===== src/esk_pkg.sv =====
package esk_pkg;

    localparam int MAX_RECORDS = 64;
    localparam int KEY_BITS    = 12;

    localparam int KEY_FIELD_W = 12;
    localparam int TAG_W       = 6;
    // stored key width: low KEY_BITS bits of the key field
    localparam int KEY_W       = (KEY_BITS < KEY_FIELD_W) ? KEY_BITS : KEY_FIELD_W;
    localparam int IDX_W       = $clog2(MAX_RECORDS);
    localparam int CNT_W       = $clog2(MAX_RECORDS + 1);

    typedef struct packed {
        logic [KEY_FIELD_W-1:0] sort_key;
        logic [TAG_W-1:0]       record_tag;
        logic                   last_item;
    } t_in_item;

    typedef struct packed {
        logic [KEY_FIELD_W-1:0] out_key;
        logic [TAG_W-1:0]       out_tag;
        logic                   group_start;
        logic                   overflow;
        logic                   last_out;
    } t_out_item;

    typedef struct packed {
        logic [KEY_W-1:0] key;
        logic [TAG_W-1:0] tag;
    } t_rec;

endpackage


===== src/esk_ram.sv =====
module esk_ram #(
    parameter int WIDTH = 8,
    parameter int DEPTH = 64
) (
    input  logic                     i_clk,
    input  logic                     i_we,
    input  logic [$clog2(DEPTH)-1:0] i_waddr,
    input  logic [WIDTH-1:0]         i_wdata,
    input  logic                     i_re,
    input  logic [$clog2(DEPTH)-1:0] i_raddr,
    output logic [WIDTH-1:0]         o_rdata
);

    logic [WIDTH-1:0] r_mem [DEPTH];
    logic [WIDTH-1:0] r_rdata;

    always_ff @(posedge i_clk) begin
        if (i_we) begin
            r_mem[i_waddr] <= i_wdata;
        end
        if (i_re) begin
            r_rdata <= r_mem[i_raddr];
        end
    end

    assign o_rdata = r_rdata;

endmodule


===== src/exchange_sort_by_key_core.sv =====
// Collects up to MAX_RECORDS records (key and tag) at one per cycle until a
// transaction marked last, then sorts them ascending by key with an exchange
// sort and sends them out in order. The sort works through the single read
// port of the record RAM feeding one key comparator: each compare-and-swap
// against the held record costs one RAM read. Each position is sent as soon
// as its scan finishes; a stalled output holds the sequencer. Records beyond
// capacity are dropped and every result of that set carries the overflow
// flag. The input stalls from the last record of a set until its final
// result has been loaded into the output register.
module exchange_sort_by_key_core
    import esk_pkg::*;
(
    input  logic      i_clk,
    input  logic      i_rst_n,
    input  logic      i_in_valid,
    output logic      o_in_stall,
    input  t_in_item  i_in_data,
    output logic      o_out_valid,
    input  logic      i_out_stall,
    output t_out_item o_out_data
);

    typedef enum logic [3:0] {
        S_LOAD = 4'b0001,
        S_HEAD = 4'b0010,
        S_SCAN = 4'b0100,
        S_EMIT = 4'b1000
    } t_state;

    t_state           r_state, n_state;
    logic [CNT_W-1:0] r_cnt, n_cnt;
    logic             r_drop, n_drop;
    logic [IDX_W-1:0] r_i, n_i;
    logic [CNT_W-1:0] r_rd, n_rd;
    logic             r_head_pend, n_head_pend;
    logic             r_cmp_vld, n_cmp_vld;
    logic [IDX_W-1:0] r_cmp_addr, n_cmp_addr;
    t_rec             r_cur, n_cur;
    logic [KEY_W-1:0] r_prev, n_prev;
    logic             r_ovld, n_ovld;
    t_out_item        r_out, n_out;

    logic             ram_we;
    logic [IDX_W-1:0] ram_waddr;
    t_rec             ram_wdata;
    logic             ram_re;
    logic [IDX_W-1:0] ram_raddr;
    t_rec             ram_rdata;

    logic             in_take;
    logic             out_free;
    logic             issue;
    logic             set_done;

    esk_ram #(
        .WIDTH ($bits(t_rec)),
        .DEPTH (MAX_RECORDS)
    ) u_ram (
        .i_clk   (i_clk),
        .i_we    (ram_we),
        .i_waddr (ram_waddr),
        .i_wdata (ram_wdata),
        .i_re    (ram_re),
        .i_raddr (ram_raddr),
        .o_rdata (ram_rdata)
    );

    assign in_take  = i_in_valid && (r_state == S_LOAD);
    assign out_free = !r_ovld || !i_out_stall;
    assign issue    = r_rd < r_cnt;
    assign set_done = (CNT_W'(r_i) + CNT_W'(1)) == r_cnt;

    always_comb begin
        n_state     = r_state;
        n_cnt       = r_cnt;
        n_drop      = r_drop;
        n_i         = r_i;
        n_rd        = r_rd;
        n_head_pend = r_head_pend;
        n_cmp_vld   = r_cmp_vld;
        n_cmp_addr  = r_cmp_addr;
        n_cur       = r_cur;
        n_prev      = r_prev;
        n_ovld      = r_ovld && i_out_stall;
        n_out       = r_out;
        ram_we      = 1'b0;
        ram_waddr   = r_cnt[IDX_W-1:0];
        ram_wdata   = r_cur;
        ram_re      = 1'b0;
        ram_raddr   = r_i;

        case (r_state)
            S_LOAD: begin
                if (in_take) begin
                    if (r_cnt < CNT_W'(MAX_RECORDS)) begin
                        ram_we        = 1'b1;
                        ram_waddr     = r_cnt[IDX_W-1:0];
                        ram_wdata.key = KEY_W'(i_in_data.sort_key);
                        ram_wdata.tag = i_in_data.record_tag;
                        n_cnt         = r_cnt + CNT_W'(1);
                    end else begin
                        n_drop = 1'b1;
                    end
                    if (i_in_data.last_item) begin
                        n_i     = '0;
                        n_state = S_HEAD;
                    end
                end
            end
            S_HEAD: begin
                ram_re      = 1'b1;
                ram_raddr   = r_i;
                n_rd        = CNT_W'(r_i) + CNT_W'(1);
                n_head_pend = 1'b1;
                n_cmp_vld   = 1'b0;
                n_state     = S_SCAN;
            end
            S_SCAN: begin
                // data stage: record read last cycle
                if (r_head_pend) begin
                    n_cur = ram_rdata;
                end else if (r_cmp_vld && (r_cur.key > ram_rdata.key)) begin
                    ram_we    = 1'b1;
                    ram_waddr = r_cmp_addr;
                    ram_wdata = r_cur;
                    n_cur     = ram_rdata;
                end
                // read stage: next later position
                n_head_pend = 1'b0;
                n_cmp_vld   = issue;
                n_cmp_addr  = r_rd[IDX_W-1:0];
                if (issue) begin
                    ram_re    = 1'b1;
                    ram_raddr = r_rd[IDX_W-1:0];
                    n_rd      = r_rd + CNT_W'(1);
                end else begin
                    n_state = S_EMIT;
                end
            end
            S_EMIT: begin
                // r_cur now holds the final record of position r_i
                if (out_free) begin
                    n_ovld            = 1'b1;
                    n_out.out_key     = KEY_FIELD_W'(r_cur.key);
                    n_out.out_tag     = r_cur.tag;
                    n_out.group_start = (r_i == '0) || (r_cur.key != r_prev);
                    n_out.overflow    = r_drop;
                    n_out.last_out    = set_done;
                    n_prev            = r_cur.key;
                    if (set_done) begin
                        n_cnt   = '0;
                        n_drop  = 1'b0;
                        n_state = S_LOAD;
                    end else begin
                        n_i     = r_i + IDX_W'(1);
                        n_state = S_HEAD;
                    end
                end
            end
            default: begin
                n_state = S_LOAD;
            end
        endcase
    end

    always_ff @(posedge i_clk) begin
        if (!i_rst_n) begin
            r_state     <= S_LOAD;
            r_cnt       <= '0;
            r_drop      <= 1'b0;
            r_i         <= '0;
            r_rd        <= '0;
            r_head_pend <= 1'b0;
            r_cmp_vld   <= 1'b0;
            r_prev      <= '0;
            r_ovld      <= 1'b0;
        end else begin
            r_state     <= n_state;
            r_cnt       <= n_cnt;
            r_drop      <= n_drop;
            r_i         <= n_i;
            r_rd        <= n_rd;
            r_head_pend <= n_head_pend;
            r_cmp_vld   <= n_cmp_vld;
            r_prev      <= n_prev;
            r_ovld      <= n_ovld;
        end
    end

    always_ff @(posedge i_clk) begin
        r_cmp_addr <= n_cmp_addr;
        r_cur      <= n_cur;
        r_out      <= n_out;
    end

    assign o_in_stall  = (r_state != S_LOAD);
    assign o_out_valid = r_ovld;
    assign o_out_data  = r_out;

endmodule


===== config.mk =====
export PLATFORM = sky130hd
export DESIGN_NAME = exchange_sort_by_key_core
export DESIGN_NICKNAME = d
export VERILOG_FILES = /design/src/esk_pkg.sv /design/src/esk_ram.sv /design/src/exchange_sort_by_key_core.sv
export SDC_FILE = /design/constraint.sdc
export NUM_CORES = 2
export LEC_CHECK = 0
export BUFFER_PORTS_ARGS = -buffer_cell sky130_fd_sc_hd__buf_2
export CAP_MARGIN = 20
export CORE_ASPECT_RATIO = 1.1
export CORE_UTILIZATION = 55
export CTS_CLUSTER_SIZE = 16
export DETAILED_ROUTE_END_ITERATION = 7
export GPL_ROUTABILITY_DRIVEN = 0
export GPL_TIMING_DRIVEN = 1
export PLACE_DENSITY = 0.79
export SYNTH_ARGS = -nofsm -noshare
export SYNTH_HDL_FRONTEND = slang
export SYNTH_SLANG_ARGS = --single-unit

===== constraint.sdc =====
create_clock -name i_clk -period 4.09 [get_ports i_clk]
set_input_delay 0.409 -clock i_clk [delete_from_list [all_inputs] [get_ports i_clk]]
set_output_delay 0.409 -clock i_clk [all_outputs]
set_load 0.02 [all_outputs]

==> impl_results.md <==
- Max_slew headroom: 0.2331
- Pint: 0.02086 W
- Setup violators final: 1
- Vias post-DR: 34207
- Area share of fa/ha/maj cells after synthesis: 0.005269
- Fmax: 242.0 MHz
- CP arrival: 4520 ps
- Post-synth top area cell: edfxtp_1
- Synthesized cell area: 52240 µm²
- PnR worst setup slack: -42.23 ps
- VDD IR max: 0.0003391 V
- Max Cap Viol: 0
- Syn. warnings: 0
- CTS tree: yes
- Routed WL per cell: 28.94 µm
- WL final: 147.8 mm
- Post-Synth XOR/XNOR Area: 0.004623
- DR pass1 iterations: 6
- CP top delay family: compound AO/OA/AOI/OAI gates
- Overall Global Routing Usage: 0.3046
- Number of antenna violations at the first check in global routing: 5
- Die height: 325.2 µm
- Global-route wire length before repair: 214.1 mm
- Fin crit period: 4132 ps
- Antenna viol nets, final: 0
- Failing checks: setup timing
- Min-Delay Path Class: in -> reg
- Seq cells post-synth: 1255
- Post-synthesis async set-or-reset flop share: 0
- Yosys top cell area share: 0.6984
- Vias per cell: 6.698
- Hold Fails Final Rpt: 0
- Share of total power in the clock network: 0.427
- Startpoint types: register
- Dominant cells by area after synthesis: edfxtp_1 70%, mux2i_1 7.0%, a211oi_1 4.1%, o22ai_1 1.8%, nor2_1 1.8%
- Avg Cell Area, Syn: 14.74 µm²
- Met3 WL: 17.68 mm
- Input/output buffers: 45
- Sequential Power Share: 0.543
- Static leakage: 19.43 nW
- Critical Path Max Stage Delay: 490 ps
- Nets: 3795
- P&R area growth vs syn: 15.26%
- Bufs on Longest Clock Path: 3
- WP data required: 4480 ps
- I/O pin cnt: 46
- Vias in the first global route: 32552
- Num CTS Buffers: 114
- WHS: 37.14 ps
- Sw Share: 0.2069
- Synth Area in Compound Gates: 0.1054
- H-Tree Level Count: 3
- Syn Nets: 3588
- Status: finished with violations
- # diodes: 0
- Worst Max-Slew Pin Slew: 1140 ps
- FP Rows: 118
- Final setup skew: 53.66 ps
- Simple-gate portion of the synthesized area: 0.06314
- Main combinational cell family by area after synthesis: compound AO/OA/AOI/OAI gates
- Number of enable flip-flop cells after synthesis: 1215
- Grt ovf: 0
- Cell Chain, Critical Path: inv_1, ha_1, a211o_1, a211o_4, mux2_8, buf_12, buf_4, mux2i_1, o22ai_1, o31ai_2, o2111ai_1
- Combinational fraction of design power: 0.030
- Core area: 94050 µm²
- Largest net degree at the start of global routing: 89
- Crit. End Element: register
- Sinks on Clock Net: 1255
- Detailed-route DRC error count: 0
- Syn Inst Count: 3543
- Metal2 WL: 68.42 mm
- Crit path kind: reg -> reg
- Final Max Tran Viols: 0
- Drt initial violations: 5056
- Clk_lat worst skew: 740 ps
- Die ar.: 96220 µm²
- Top FF cell, synth: edfxtp_1
- CP Max Fanout: 21
- Wl on met1: 52.82 mm
- Synth cell types: 68
- Commonest cells post-synth: 1215 x edfxtp_1, 366 x mux2i_1, 288 x a211oi_1
- Clock transition at path regs: 60 ps
- Buffers plus inverters on the worst setup path: 3
- Setup TNS: -42.23 ps
- PD cells: 436.9 nW/µm²
- Count leader, synth: edfxtp_1
- Initial Util: 0.5555
- Root buffer cell: clkbuf_16
- Die width: 295.8 µm
- Highest routing layer actually used: met5
- Seq/Total Area, Yosys: 0.7138
- Final period util: 1.010
- Post-synthesis mux area share: 0.07193
- Dpl hpwl: 89.92 mm
- Critical-path top delay cell: a211o_4
- NetSw: 0.005442 W
- Layout cell share with drive strength beyond 1: 0.1627
final timing paths:
check                                                   to                       start  slack, ps  cells after the start
worst min register to register          r_cur[3]$_DFFE_PP_  u_ram.o_rdata[3]$_DFFE_PP_        440                      0
worst min-delay path                o_out_valid$_SDFF_PN0_                 i_out_stall         40                      3
worst max register to register  u_ram.o_rdata[7]$_DFFE_PP_       r_cnt[1]$_SDFFE_PN0P_        -40                     11
worst max-delay path            u_ram.o_rdata[7]$_DFFE_PP_       r_cnt[1]$_SDFFE_PN0P_        -40                     11
tightest hold or removal path: cells and delay by family:
| kind | cells | cell delay [ps] |
|---|---|---|
| AOI/OAI and AO/OA | 1 | 90 |
| and+or+nand+nor | 1 | 100 |
| buffers and inverters | 1 | 90 |
power by group through the flow:
| stage | logic, W | clock network (W) | registers [W] |
|---|---|---|---|
| finish | 0.000801 | 0.0112 | 0.0143 |
| CTS | 0.000773 | 0.0112 | 0.0143 |
| detailed placement | 0.000769 | 0 | 0.0146 |
| global route | 0.000812 | 0.0117 | 0.0143 |
| global placement | 0.000741 | 0 | 0.0146 |
| floorplan | 0.000296 | 0 | 0.0146 |
layout by cell type, fill, tap and decap left out, types with 9 or more instances in the layout:
master / count
buf_2: 46
o22ai_1: 147
xor2_1: 10
o221ai_1: 71
a21oi_1: 14
edfxtp_1: 1215
nand3_1: 16
inv_1: 171
dfxtp_1: 39
o21ai_0: 19
a211oi_1: 286
o31ai_1: 40
nand2_2: 19
clkinv_1: 17
nor2b_1: 11
nor4_1: 58
buf_4: 252
mux2i_1: 366
clkbuf_16: 115
nor2_1: 231
nand2_1: 95
or3_1: 142
clkbuf_1: 21
a21boi_0: 21
o31ai_2: 13
bufinv_16: 19
clkinv_2: 24
a31oi_1: 80
ha_1: 22
xnor2_1: 15
nand3b_1: 9
buf_12: 45
nand4_1: 9
nor4_2: 15
nor3_1: 25
o2111ai_1: 19
nor2_2: 12
cell type report:
| class | count | area, µm² |
|---|---|---|
| inverters | 174 | 658.1 |
| repair buffers | 352 | 3198 |
| flip-flops and latches | 1255 | 37290 |
| fillers | 6210 | 33840 |
| clock buffers | 139 | 2987 |
| multi-input cells | 1853 | 13530 |
| well taps | 1260 | 1577 |
| clock inverters | 74 | 968.4 |
through the flow:
step                      instances  utilization  worst slack, ps  cell area, µm²  total power (W)
final                          5107       0.6402           -42.23           60210          0.02630
after global routing           5107       0.6402           -35.44           60210          0.02681
after CTS                      5105       0.6374           -29.92           59950          0.02628
after detailed placement       4891       0.5946           -248.4           55920          0.01533
after global placement         4887       0.5939           -197.9           55860          0.01530
after floorplan                3543            -            449.8           52240          0.01487
registers in the layout, summed over array words and instances, names as in the netlist:
register,flops
u_ram.r_mem,1152
o_out_data,21
r_cur,18
u_ram.o_rdata,18
r_prev,12
r_cnt,7
r_rd,7
r_cmp_addr,6
r_i,6
r_state,4
o_out_valid,1
r_cmp_vld,1
r_drop,1
r_head_pend,1
cells by family after synthesis:
group,count (synthesis)
AOI/OAI and AO/OA,758
muxes,373
DFF,1255
buffers and inverters,436
xor gates and xnor gates,26
adders and majority gates,22
and+or+nand+nor,673
repair_timing:
action | 4_1_cts | 5_1_grt
gates cloned | 1 | 1
resized for setup | 11 | 37
setup endpoints to repair | 9 | 86
pin swaps | 0 | 3
hold buffers | 0 | 0
buffers inserted | 0 | 0
layer usage:
metal / vias up / global-route usage
met5: - / 0
met4: 4 / 0.1695
met3: 391 / 0.05486
met2: 2564 / 0.4678
met1: 16882 / 0.4118
li1: 14366 / -
Note: power is estimated with default switching activity, not from simulation.
